===== src/rtl/sha1_pkg.sv =====
// ----------------------------------------------------------------------------
// sha1_pkg
// shared types, constants and the initial-value helper of the sha-1 digest block
// ----------------------------------------------------------------------------
package sha1_pkg;

    localparam int LengthBitsDefault = 64;
    localparam int CmdDepth          = 4;
    localparam int CountWidth        = 61;

    typedef enum logic [1:0] {
        ACT_DATA     = 2'd0,
        ACT_DATA_END = 2'd1,
        ACT_END      = 2'd2,
        ACT_UNUSED   = 2'd3
    } t_action;

    // one queued command from the front to the core
    typedef struct packed {
        logic       has_byte;
        logic       ends;
        logic [7:0] data;
    } t_cmd;

    typedef logic [31:0] t_word;

    localparam t_word H0 = 32'h67452301;
    localparam t_word H1 = 32'hEFCDAB89;
    localparam t_word H2 = 32'h98BADCFE;
    localparam t_word H3 = 32'h10325476;
    localparam t_word H4 = 32'hC3D2E1F0;
    localparam t_word K0 = 32'h5A827999;
    localparam t_word K1 = 32'h6ED9EBA1;
    localparam t_word K2 = 32'h8F1BBCDC;
    localparam t_word K3 = 32'hCA62C1D6;
    localparam logic [7:0] PadByte = 8'h80;

    function automatic t_word init_word(input logic [2:0] idx);
        t_word v;
        case (idx)
            3'd0: v = H0;
            3'd1: v = H1;
            3'd2: v = H2;
            3'd3: v = H3;
            default: v = H4;
        endcase
        return v;
    endfunction

endpackage


===== src/rtl/sha1_message_digest.sv =====
// ----------------------------------------------------------------------------
// sha1_message_digest
// sha-1 digest of a byte stream, five 32-bit digest words per message
// ----------------------------------------------------------------------------
// input channel: a beat is taken when push is high and full is low; it carries
//   i_action (0 byte, 1 byte ending the message, 2 end without byte, 3 ignored)
//   and i_data_byte
// a four-entry command queue sits between the input and the compression core,
//   so beats keep coming while the core runs rounds or waits on the output
// the core absorbs one byte per cycle while idle and runs one round per cycle:
//   a full 64-byte block is absorbed, then compressed in 80 rounds and the
//   chain add; no bytes are taken while the core compresses
// a message end adds one or two compressions, each with a padding state ahead
//   of it (two when fewer than 9 bytes of room remain in the last block)
// result channel: while empty is low the digest word, its index (0 most
//   significant) and last_word are on the ports; a beat leaves on pop
// five result beats per message; the core holds while the receiver stalls
//   and the input queue fills, then full goes high
// after the fifth beat the chain value returns to the sha-1 initial values
// reset (synchronous, active low) empties the queue, clears the byte count
//   and loads the initial chain value; no clearing pass is needed
// ----------------------------------------------------------------------------
module sha1_message_digest #(
    parameter int LENGTH_BITS = sha1_pkg::LengthBitsDefault
) (
    input  logic        i_clk,
    input  logic        i_rst_n,
    input  logic        push,
    output logic        full,
    input  logic [1:0]  i_action,
    input  logic [7:0]  i_data_byte,
    output logic        empty,
    input  logic        pop,
    output logic [31:0] o_digest_word,
    output logic [2:0]  o_word_index,
    output logic        o_last_word
);
    logic           w_cmd_valid;
    logic           w_cmd_take;
    sha1_pkg::t_cmd w_cmd;

    // front: accept and classify beats
    sha1_front u_front (
        .i_clk       (i_clk),
        .i_rst_n     (i_rst_n),
        .push        (push),
        .full        (full),
        .i_action    (i_action),
        .i_data_byte (i_data_byte),
        .o_cmd_valid (w_cmd_valid),
        .o_cmd       (w_cmd),
        .i_cmd_take  (w_cmd_take)
    );

    // back: block packing, padding, rounds and digest hand-off
    sha1_core #(
        .LENGTH_BITS (LENGTH_BITS)
    ) u_core (
        .i_clk         (i_clk),
        .i_rst_n       (i_rst_n),
        .i_cmd_valid   (w_cmd_valid),
        .i_cmd         (w_cmd),
        .o_cmd_take    (w_cmd_take),
        .empty         (empty),
        .pop           (pop),
        .o_digest_word (o_digest_word),
        .o_word_index  (o_word_index),
        .o_last_word   (o_last_word)
    );

    // last_word marks exactly the fifth digest beat
    a_last_idx: assert property (@(posedge i_clk) disable iff (!i_rst_n)
        !empty |-> (o_last_word == (o_word_index == 3'd4)))
        else $error("last_word out of step with word_index");

    // taking the last word ends the digest burst
    a_last_pop: assert property (@(posedge i_clk) disable iff (!i_rst_n)
        (!empty && pop && o_last_word) |=> empty)
        else $error("digest burst did not end after last word");

    // index steps by one on each taken non-final beat
    a_idx_step: assert property (@(posedge i_clk) disable iff (!i_rst_n)
        (!empty && pop && !o_last_word) |=>
            (!empty && o_word_index == $past(o_word_index) + 3'd1))
        else $error("digest word index skipped");

    // a burst always opens on word zero
    a_first: assert property (@(posedge i_clk) disable iff (!i_rst_n)
        $fell(empty) |-> (o_word_index == 3'd0))
        else $error("digest burst did not start at word zero");

endmodule


===== src/rtl/sha1_front.sv =====
// ----------------------------------------------------------------------------
// sha1_front
// accepts input beats, drops unused actions, queues commands for the core
// ----------------------------------------------------------------------------
module sha1_front (
    input  logic                i_clk,
    input  logic                i_rst_n,
    input  logic                push,
    output logic                full,
    input  logic [1:0]          i_action,
    input  logic [7:0]          i_data_byte,
    output logic                o_cmd_valid,
    output sha1_pkg::t_cmd      o_cmd,
    input  logic                i_cmd_take
);
    localparam int IdxW = $clog2(sha1_pkg::CmdDepth);

    sha1_pkg::t_cmd r_mem [sha1_pkg::CmdDepth];
    logic [IdxW-1:0] r_wr;
    logic [IdxW-1:0] r_rd;
    logic [IdxW:0]   r_cnt;
    logic            w_acc;
    logic            w_keep;
    logic            w_take;
    sha1_pkg::t_cmd  w_new;

    assign full        = (r_cnt == (IdxW+1)'(sha1_pkg::CmdDepth));
    assign o_cmd_valid = (r_cnt != '0);
    assign o_cmd       = r_mem[r_rd];
    assign w_acc       = push && !full;
    assign w_keep      = w_acc && (i_action != sha1_pkg::ACT_UNUSED);
    assign w_take      = i_cmd_take && o_cmd_valid;

    always_comb begin
        w_new.has_byte = (i_action == sha1_pkg::ACT_DATA) ||
                         (i_action == sha1_pkg::ACT_DATA_END);
        w_new.ends     = (i_action == sha1_pkg::ACT_DATA_END) ||
                         (i_action == sha1_pkg::ACT_END);
        w_new.data     = i_data_byte;
    end

    always_ff @(posedge i_clk) begin
        if (w_keep) begin
            r_mem[r_wr] <= w_new;
        end
    end

    always_ff @(posedge i_clk) begin
        if (!i_rst_n) begin
            r_wr  <= '0;
            r_rd  <= '0;
            r_cnt <= '0;
        end else begin
            if (w_keep) begin
                r_wr <= r_wr + 1'b1;
            end
            if (w_take) begin
                r_rd <= r_rd + 1'b1;
            end
            case ({w_keep, w_take})
                2'b10:   r_cnt <= r_cnt + 1'b1;
                2'b01:   r_cnt <= r_cnt - 1'b1;
                default: r_cnt <= r_cnt;
            endcase
        end
    end

endmodule


===== src/rtl/sha1_core.sv =====
// ----------------------------------------------------------------------------
// sha1_core
// packs bytes into the block, pads, runs the 80 rounds, hands out the digest
// ----------------------------------------------------------------------------
module sha1_core #(
    parameter int LENGTH_BITS = sha1_pkg::LengthBitsDefault
) (
    input  logic                i_clk,
    input  logic                i_rst_n,
    input  logic                i_cmd_valid,
    input  sha1_pkg::t_cmd      i_cmd,
    output logic                o_cmd_take,
    output logic                empty,
    input  logic                pop,
    output logic [31:0]         o_digest_word,
    output logic [2:0]          o_word_index,
    output logic                o_last_word
);
    typedef enum logic [5:0] {
        S_IDLE  = 6'b000001,
        S_PAD   = 6'b000010,
        S_PAD2  = 6'b000100,
        S_ROUND = 6'b001000,
        S_ADD   = 6'b010000,
        S_OUT   = 6'b100000
    } t_state;

    function automatic logic [63:0] len_mask();
        logic [63:0] m;
        for (int j = 0; j < 64; j++) begin
            m[j] = (j < LENGTH_BITS);
        end
        return m;
    endfunction

    localparam logic [63:0] LenMask = len_mask();

    t_state        r_state;
    t_state        r_after;
    sha1_pkg::t_word r_w   [16];
    sha1_pkg::t_word r_h   [5];
    sha1_pkg::t_word r_v   [5];
    logic [sha1_pkg::CountWidth-1:0] r_count;
    logic [6:0]    r_round;
    logic [2:0]    r_idx;

    logic [5:0]    w_pos;
    logic [63:0]   w_bits;
    sha1_pkg::t_word w_put;
    sha1_pkg::t_word w_pad [16];
    sha1_pkg::t_word w_sched;
    sha1_pkg::t_word w_f;
    sha1_pkg::t_word w_k;
    sha1_pkg::t_word w_tmp;

    assign w_pos      = r_count[5:0];
    assign w_bits     = {r_count, 3'b000} & LenMask;
    assign o_cmd_take = (r_state == S_IDLE);

    // byte merged into its word, big-endian within the word
    always_comb begin
        w_put = r_w[w_pos[5:2]];
        case (w_pos[1:0])
            2'd0:    w_put = {i_cmd.data, 24'h0};
            2'd1:    w_put[23:16] = i_cmd.data;
            2'd2:    w_put[15:8]  = i_cmd.data;
            default: w_put[7:0]   = i_cmd.data;
        endcase
    end

    // padded block: 0x80 at the current position, zeros after, length if it fits
    always_comb begin
        for (int i = 0; i < 16; i++) begin
            w_pad[i] = r_w[i];
            for (int b = 0; b < 4; b++) begin
                if (i > int'(w_pos[5:2]) ||
                    (i == int'(w_pos[5:2]) && b > int'(w_pos[1:0]))) begin
                    w_pad[i][31-8*b -: 8] = 8'h00;
                end else if (i == int'(w_pos[5:2]) && b == int'(w_pos[1:0])) begin
                    w_pad[i][31-8*b -: 8] = sha1_pkg::PadByte;
                end
            end
        end
        if (w_pos < 6'd56) begin
            w_pad[14] = w_bits[63:32];
            w_pad[15] = w_bits[31:0];
        end
    end

    // one round
    always_comb begin
        w_sched = r_w[13] ^ r_w[8] ^ r_w[2] ^ r_w[0];
        w_sched = {w_sched[30:0], w_sched[31]};
        if (r_round < 7'd20) begin
            w_f = (r_v[1] & r_v[2]) | (~r_v[1] & r_v[3]);
            w_k = sha1_pkg::K0;
        end else if (r_round < 7'd40) begin
            w_f = r_v[1] ^ r_v[2] ^ r_v[3];
            w_k = sha1_pkg::K1;
        end else if (r_round < 7'd60) begin
            w_f = (r_v[1] & r_v[2]) | (r_v[1] & r_v[3]) | (r_v[2] & r_v[3]);
            w_k = sha1_pkg::K2;
        end else begin
            w_f = r_v[1] ^ r_v[2] ^ r_v[3];
            w_k = sha1_pkg::K3;
        end
        w_tmp = {r_v[0][26:0], r_v[0][31:27]} + w_f + r_v[4] + w_k + r_w[0];
    end

    always_ff @(posedge i_clk) begin
        case (r_state)
            S_IDLE: begin
                if (i_cmd_valid && i_cmd.has_byte) begin
                    r_w[w_pos[5:2]] <= w_put;
                end
            end
            S_PAD: begin
                for (int i = 0; i < 16; i++) begin
                    r_w[i] <= w_pad[i];
                end
            end
            S_PAD2: begin
                for (int i = 0; i < 14; i++) begin
                    r_w[i] <= '0;
                end
                r_w[14] <= w_bits[63:32];
                r_w[15] <= w_bits[31:0];
            end
            S_ROUND: begin
                for (int i = 0; i < 15; i++) begin
                    r_w[i] <= r_w[i+1];
                end
                r_w[15] <= w_sched;
            end
            default: begin
            end
        endcase
    end

    always_ff @(posedge i_clk) begin
        if (!i_rst_n) begin
            r_state <= S_IDLE;
            r_after <= S_IDLE;
            r_count <= '0;
            r_round <= '0;
            r_idx   <= '0;
            for (int i = 0; i < 5; i++) begin
                r_h[i] <= sha1_pkg::init_word(3'(i));
                r_v[i] <= '0;
            end
        end else begin
            case (r_state)
                S_IDLE: begin
                    if (i_cmd_valid) begin
                        if (i_cmd.has_byte) begin
                            r_count <= r_count + 1'b1;
                        end
                        if (i_cmd.has_byte && w_pos == 6'd63) begin
                            r_state <= S_ROUND;
                            r_after <= i_cmd.ends ? S_PAD : S_IDLE;
                            r_round <= '0;
                            r_v     <= r_h;
                        end else if (i_cmd.ends) begin
                            r_state <= S_PAD;
                        end
                    end
                end
                S_PAD: begin
                    r_state <= S_ROUND;
                    r_after <= (w_pos >= 6'd56) ? S_PAD2 : S_OUT;
                    r_round <= '0;
                    r_v     <= r_h;
                end
                S_PAD2: begin
                    r_state <= S_ROUND;
                    r_after <= S_OUT;
                    r_round <= '0;
                    r_v     <= r_h;
                end
                S_ROUND: begin
                    r_v[0] <= w_tmp;
                    r_v[1] <= r_v[0];
                    r_v[2] <= {r_v[1][1:0], r_v[1][31:2]};
                    r_v[3] <= r_v[2];
                    r_v[4] <= r_v[3];
                    if (r_round == 7'd79) begin
                        r_state <= S_ADD;
                        r_round <= '0;
                    end else begin
                        r_round <= r_round + 1'b1;
                    end
                end
                S_ADD: begin
                    for (int i = 0; i < 5; i++) begin
                        r_h[i] <= r_h[i] + r_v[i];
                    end
                    r_state <= r_after;
                    r_idx   <= '0;
                end
                S_OUT: begin
                    if (pop) begin
                        if (r_idx == 3'd4) begin
                            r_state <= S_IDLE;
                            r_count <= '0;
                            for (int i = 0; i < 5; i++) begin
                                r_h[i] <= sha1_pkg::init_word(3'(i));
                            end
                        end else begin
                            r_idx <= r_idx + 1'b1;
                        end
                    end
                end
                default: r_state <= S_IDLE;
            endcase
        end
    end

    assign empty         = (r_state != S_OUT);
    assign o_digest_word = r_h[r_idx];
    assign o_word_index  = r_idx;
    assign o_last_word   = (r_idx == 3'd4);

endmodule


===== config.mk =====
export PLATFORM = sky130hd
export DESIGN_NAME = sha1_message_digest
export DESIGN_NICKNAME = d
export VERILOG_FILES = /design/src/rtl/sha1_pkg.sv /design/src/rtl/sha1_message_digest.sv /design/src/rtl/sha1_front.sv /design/src/rtl/sha1_core.sv
export SDC_FILE = /design/constraint.sdc
export NUM_CORES = 2
export LEC_CHECK = 0
export BUFFER_PORTS_ARGS = -buffer_cell sky130_fd_sc_hd__buf_4
export CORE_MARGIN = 2
export CORE_UTILIZATION = 60
export DETAILED_ROUTE_END_ITERATION = 6
export PLACE_DENSITY = 0.76
export RECOVER_POWER = 25
export SYNTH_ARGS = -nofsm -noshare
export SYNTH_HDL_FRONTEND = slang
export SYNTH_SLANG_ARGS = --single-unit

===== constraint.sdc =====
create_clock -name i_clk -period 6.6 [get_ports i_clk]
set_input_delay 0 -clock i_clk [delete_from_list [all_inputs] [get_ports i_clk]]
set_output_delay 0 -clock i_clk [all_outputs]
set_load 0.005 [all_outputs]

# Word-level counts from Yosys, hierarchy flattened
# Memory sizes are Yosys's and may differ from the RTL's. A register that Yosys moved wholly into a read port is not among the register bits.
# Cells that the tools add are included.
# op_classes
n_addsub,16
magnitude_cmp,24
n_eq_ne,48
mux,220
bitwise,46
reduce_logical,188
# ops
op,n
$mux 32,40
$mux 8,128
$mux 160,4
$pmux 160 s3,1
$pmux 160 s2,1
$add 32x32->32,9
$mux 61,4
$xor 32x32->32,5
$and 32x32->32,4
$pmux 61 s2,1
$logic_and 1x1->1,117
$bmux 32 s3,1
$or 32x32->32,3
$mux 64,1
$add 61x1->61 const B,1
$mux 6,9
$pmux 8 s2,3
$logic_or 1x1->1,47
$eq 4x4->1 const A,8
$gt 4x4->1 const A,8
$not 32->32,1
$or 1x1->1,32
$reduce_or 32->1,1
$mux 31,1
other kinds (53),112
# totals
regBits,410
mem_bits_rw,552
input_bits,14
out_inout_bits,38
elab_cells,562
mem_count,2
# mem_list
name,words,word_bits,read_ports,rd_ports_with_merged_regs,wr,line_no,source
u_core.r_w,16,32,16,0,16,sha1_core.sv:40,sha1_pkg::t_word r_w [16];
u_front.r_mem,4,10,1,1,1,sha1_front.sv:18,sha1_pkg::t_cmd r_mem [sha1_pkg::CmdDepth];

# Logic depth before layout (Yosys ltp)
# depth
word_depth,11
ltp_mapped,27
ltp_nobuf,25

# By module
# Synthesis repeated with hierarchy kept, for this count alone.
# unflattened
cells_unflattened,5620
area_unflattened_um2,54378.4
# modules_own_cells
module,n_inst,cells_each,area_each_um2
sha1_core,1,5511,52375.2
sha1_front,1,109,2003.2

# Worst setup path before layout
# OpenSTA, ideal clock, no wires.
# synth_path
path_type,register -> register
start,reg u_core.r_round[4]
end,reg u_core.r_v[158] (netlist bit)
setup_ns,0.124
t_arrival_ns,5.531
required_ns,6.476
setup_slack_ns,0.945
stages_incl_launch_ff,26
n_path_buf,2
path_cell_list,dfxtp_1 clkbuf_1 a41oi_1 inv_1 nor2_1 clkinv_1 nand2_1 clkbuf_1 nor2_1 nor2_1 fa_1 fa_1 inv_1 fa_1 inv_1 ha_1 a21o_1 a21oi_1 o21a_1 o21ai_0 a41oi_1 o211a_1 o31ai_1 nand2_1 o221ai_1 a21oi_1
# synth_between
elab_chain_cells,9
# synth_rtl
item,line_no,source
from (decl),sha1_core.sv:44,logic [6:0] r_round;
from (signal assigned),sha1_core.sv:190,r_round <= r_round + 1'b1;
$lt 7x6->1,sha1_core.sv:100,end else if (r_round < 7'd60) begin
$mux 32,sha1_core.sv:100,
$mux 32,sha1_core.sv:97,end else if (r_round < 7'd40) begin
$mux 32,sha1_core.sv:94,if (r_round < 7'd20) begin
$add 32x32->32 (2 in series),sha1_core.sv:107,"w_tmp = {r_v[0][26:0], r_v[0][31:27]} + w_f + r_v[4] + w_k + r_w[0];"
$add 32x32->32 (*) (2 in series),sha1_core.sv:107,
$pmux 160 s3 (*),sha1_core.sv:152,case (r_state)
to (signal assigned),sha1_core.sv:162,r_v <= r_h;
to (signal assigned),sha1_core.sv:172,r_v <= r_h;
to (signal assigned),sha1_core.sv:178,r_v <= r_h;
to (decl),sha1_core.sv:42,sha1_pkg::t_word r_v [5];
# Mark *: on every way between the ends. The rest lies on a longest branch, timed or not.
# A chain may end at the register's enable or synchronous reset.

# Final worst setup path
# layout_path
start,reg u_core.r_state[1]
end,reg u_core.r_h[39] (netlist bit)
# layout_between
elab_chain_cells,3
# layout_rtl
item,line_no,source
from (decl),sha1_core.sv:38,t_state r_state;
from (signal assigned),sha1_core.sv:197,r_state <= r_after;
$eq 6x6->1 / $eq 6x5->1 (equally long branches),sha1_core.sv:152,
$ne 2x2->1 (no line) / $reduce_bool 2->1 (equally long branches),-,
$reduce_and 3->1 (no line),-,
"to (signal, indexed assignment)",sha1_core.sv:148,r_h[i] <= sha1_pkg::init_word(3'(i));
"to (signal, indexed assignment)",sha1_core.sv:195,r_h[i] <= r_h[i] + r_v[i];
"to (signal, indexed assignment)",sha1_core.sv:206,r_h[i] <= sha1_pkg::init_word(3'(i));
to (decl),sha1_core.sv:41,sha1_pkg::t_word r_h [5];
# Several ways; a longest one is shown, not always the timed one.

==> impl_metrics.yaml <==
outcome:
  status: "complete, but fails checks"
  violations: "capacitance limit, slew limit"
layout:
  stdcell_area_mm2: 0.0592
  drive_gt1_share_pct: 5.92
  n_antenna_cell: 0
  final_cell_mix: "637 x nand2_1, 552 x nor2_1, 520 x edfxtp_1"
  layout_commonest_cell: "nand2_1"
  syn_to_final_growth_pct: 8.39
  nFillCells: 7219
  nNetsFinal: 5882
worst_setup_path:
  cp-start-kind: "flop"
  reg2reg_depth: 7
  required_ns: 7.19
  reg2reg_to: "u_core.r_h[39]$_SDFFE_PN0P_"
  cp-startpoint: "u_core.r_state[1]$_SDFFE_PN0P_"
  critical_path.max_fanout: 53
  criticalPathCategory: "flop to flop"
  cp-end-kind: "flop"
  reg2reg_from: "u_core.r_state[1]$_SDFFE_PN0P_"
  worstSetupEndpoint: "u_core.r_h[39]$_SDFFE_PN0P_"
  regToRegSetupSlack_ns: 0.35
  cp.arrival_ns: 6.85
place:
  place_area_mm2: 0.0559
  globalplace.congestion: 0.988
  portBuffers: 51
  hpwl_mm: 117
logic_synthesis:
  synth_seq_cells: 962
  syn_area_per_cell_um2: 9.75
  synth_cells: 5604
  synth.largest_area_cell: "edfxtp_1"
  synth-edff-count: 520
  yosysSeqAreaShare_pct: 44.8
  synth_ff_type: "edfxtp_1"
  netlist-cell-type-count: 90
  synth_nets: 5978
  synth_top_area_share_pct: 28.6
  synth_area_mm2: 0.0546
  synth_warnings: 0
  synthArstFlopShare_pct: 0
  yosys-top-cells-area: "edfxtp_1 29%, dfxtp_1 16%, a21o_1 6.2%"
sta:
  rsz0062_at_grt: "false"
  relSlewSlack_pct: -148
  tns_ns: 0
  post-route-period-util_pct: 94.7
  hold_viol_final: 0
  fmax_mhz: 160
  setup_viol: 0
  hold_ws_ns: 0.111
  fin_skew_ns: 0.0440
  timing.final.max_slew_violations: 458
  period_minus_slack_ns: 6.25
  worst_pin_slew_ns: 3.72
grt:
  grtUsageTotal_pct: 35.7
  grt_start_max_net_pins: 237
  grt_pass1_vias: 42427
  grt_first_pass_wirelength_mm: 258
  antenna_found_initial: 1
  grt_overflow: 0
clocking:
  post_cts_buffers: 0
  clk_path_buf_depth: 3
  numCtsBuffers: 100
  cts_tree: "done"
  path_clk_slew_ns: 0.06
  clock_sinks: 962
  cts-root-buf: "clkbuf_16"
  clock_latency_ns: 0.71
  htreeDepth: 3
drt:
  drc: 0
  drt_iter0_drc: 5652
  routed_wl_mm: 169
  vias: 44601
  detail_route.wl_per_cell_um: 25.0
  ant_nets: 0
  vias_per_cell: 6.59
  drt-pass1-iter-count: 6
power:
  ir_drop_v: 0.000339
  power_w: 0.0203
  p_leak_nw: 25.6
  p_per_area_mw_per_mm2: 344
floorplanning:
  row_count: 110
  die_w_um: 306
  fp.dieH_um: 306
  die_area_mm2: 0.0934
  initial_core_util_pct: 60.6
  ios: 52
  coreArea_mm2: 0.0901
job:
  maxCapViolCount: 14
hold_path:
  min_path_type: "input port to flop"
  hold_depth: 2
[report_power, final]
part / switching, W / total [W] / internal [W]
Sequential: 0.000609 / 0.00773 / 0.00712
Combinational: 0.00416 / 0.00680 / 0.00264
Clock: 0.00250 / 0.00581 / 0.00331
[cell families (layout without fill, tap and decap cells)]
logic type	Yosys count	in the layout	synth area share, %
buf+inv	616	604	4.27
compound gates	1678	1678	21.0
fa+ha+maj	360	360	9.97
xor+xnor	306	306	4.91
mux	57	57	2.01
simple gates	1625	1625	13.1
flops	962	962	44.8
[per-layer routing]
layer	part of all wire, %	up-vias	global-route usage [%]	wire length (um)
met3	9.4	445	5.44	15900
met5	0.0077	-	0	13
met2	46	2335	56.7	77500
li1	-	20043	-	-
met1	40	21776	48.7	67100
met4	5.0	2	16.1	8460
[cell type report]
class                      instances  area (um^2)  share of cell area [%]
clock buffer                     130         2720                    4.59
clock inverter                    56          637                    1.08
inverter                         266         1010                    1.70
multi-input combinational       4026        27800                    47.0
sequential                       962        24500                    41.3
tap                             1176         1470                    2.49
timing repair buffer             152         1080                    1.83
[through the flow]
| stage | util [%] | setup WS, ns | instances |
|---|---|---|---|
| global placement | 62.0 | 0.638 | 6567 |
| finish | 65.7 | 0.347 | 6768 |
| detailed placement | 62.0 | 0.654 | 6567 |
| global route | 65.7 | 0.0837 | 6768 |
| CTS | 65.9 | 0.584 | 6768 |
| floorplan | - | 0.945 | 5604 |
[worst max-delay path, cell delays in order (launching register included)]
cell and delay [ns]:
dfxtp_1 0.38, nor4_1 0.88, and2_0 0.45, clkinv_1 0.30, o21ai_0 0.80, clkbuf_1 2.66
a22oi_1 0.36, nor2_1 0.21
[synth_stat cells (33+ instances only)]
cell	number
a21oi_1	374
nand2_1	639
clkbuf_1	322
and3_1	58
mux4_2	42
xor2_1	118
a221o_1	46
a211oi_1	55
edfxtp_1	520
fa_1	125
xnor2_1	188
nor2b_1	47
inv_1	263
nor2_1	553
dfxtp_1	442
o211ai_1	33
o21a_1	33
o21ai_0	231
a31oi_1	35
o22ai_1	54
nor3_1	52
nand3_1	80
a22oi_1	65
ha_1	235
a311oi_1	136
a21o_1	448
[repair_timing]
item | in CTS | in global routing
hold buffers | 15 | 0
endpoints found under the setup margin | 0 | 0
resized for setup | 0 | 0
endpoints found under the hold margin | 66 | 0
[worst min-delay path by stage]
stage | from | to | slack [ns]
finish | i_data_byte[1] | u_front.r_mem[1][1]$_DFFE_PP_ | 0.11
floorplan | i_data_byte[0] | u_front.r_mem[0][0]$_DFFE_PP_ | 0.1
global route | i_data_byte[6] | u_front.r_mem[2][6]$_DFFE_PP_ | 0.13
detailed placement | i_data_byte[1] | u_front.r_mem[2][1]$_DFFE_PP_ | 0.21
CTS | i_data_byte[2] | u_front.r_mem[1][2]$_DFFE_PP_ | 0.02
global placement | i_data_byte[1] | u_front.r_mem[3][1]$_DFFE_PP_ | 0.20
[registers in the layout (all words and copies together) (netlist names), named ones only]
| signal | flops |
|---|---|
| u_core.o_word_index | 3 |
| u_core.r_after | 4 |
| u_core.r_count | 61 |
| u_core.r_h | 160 |
| u_core.r_round | 7 |
| u_core.r_state | 6 |
| u_core.r_v | 160 |
| u_core.r_w | 512 |
| u_front.r_cnt | 3 |
| u_front.r_mem | 40 |
| u_front.r_rd | 2 |
| u_front.r_wr | 2 |
No activity file was read; power rests on OpenSTA's default activity.
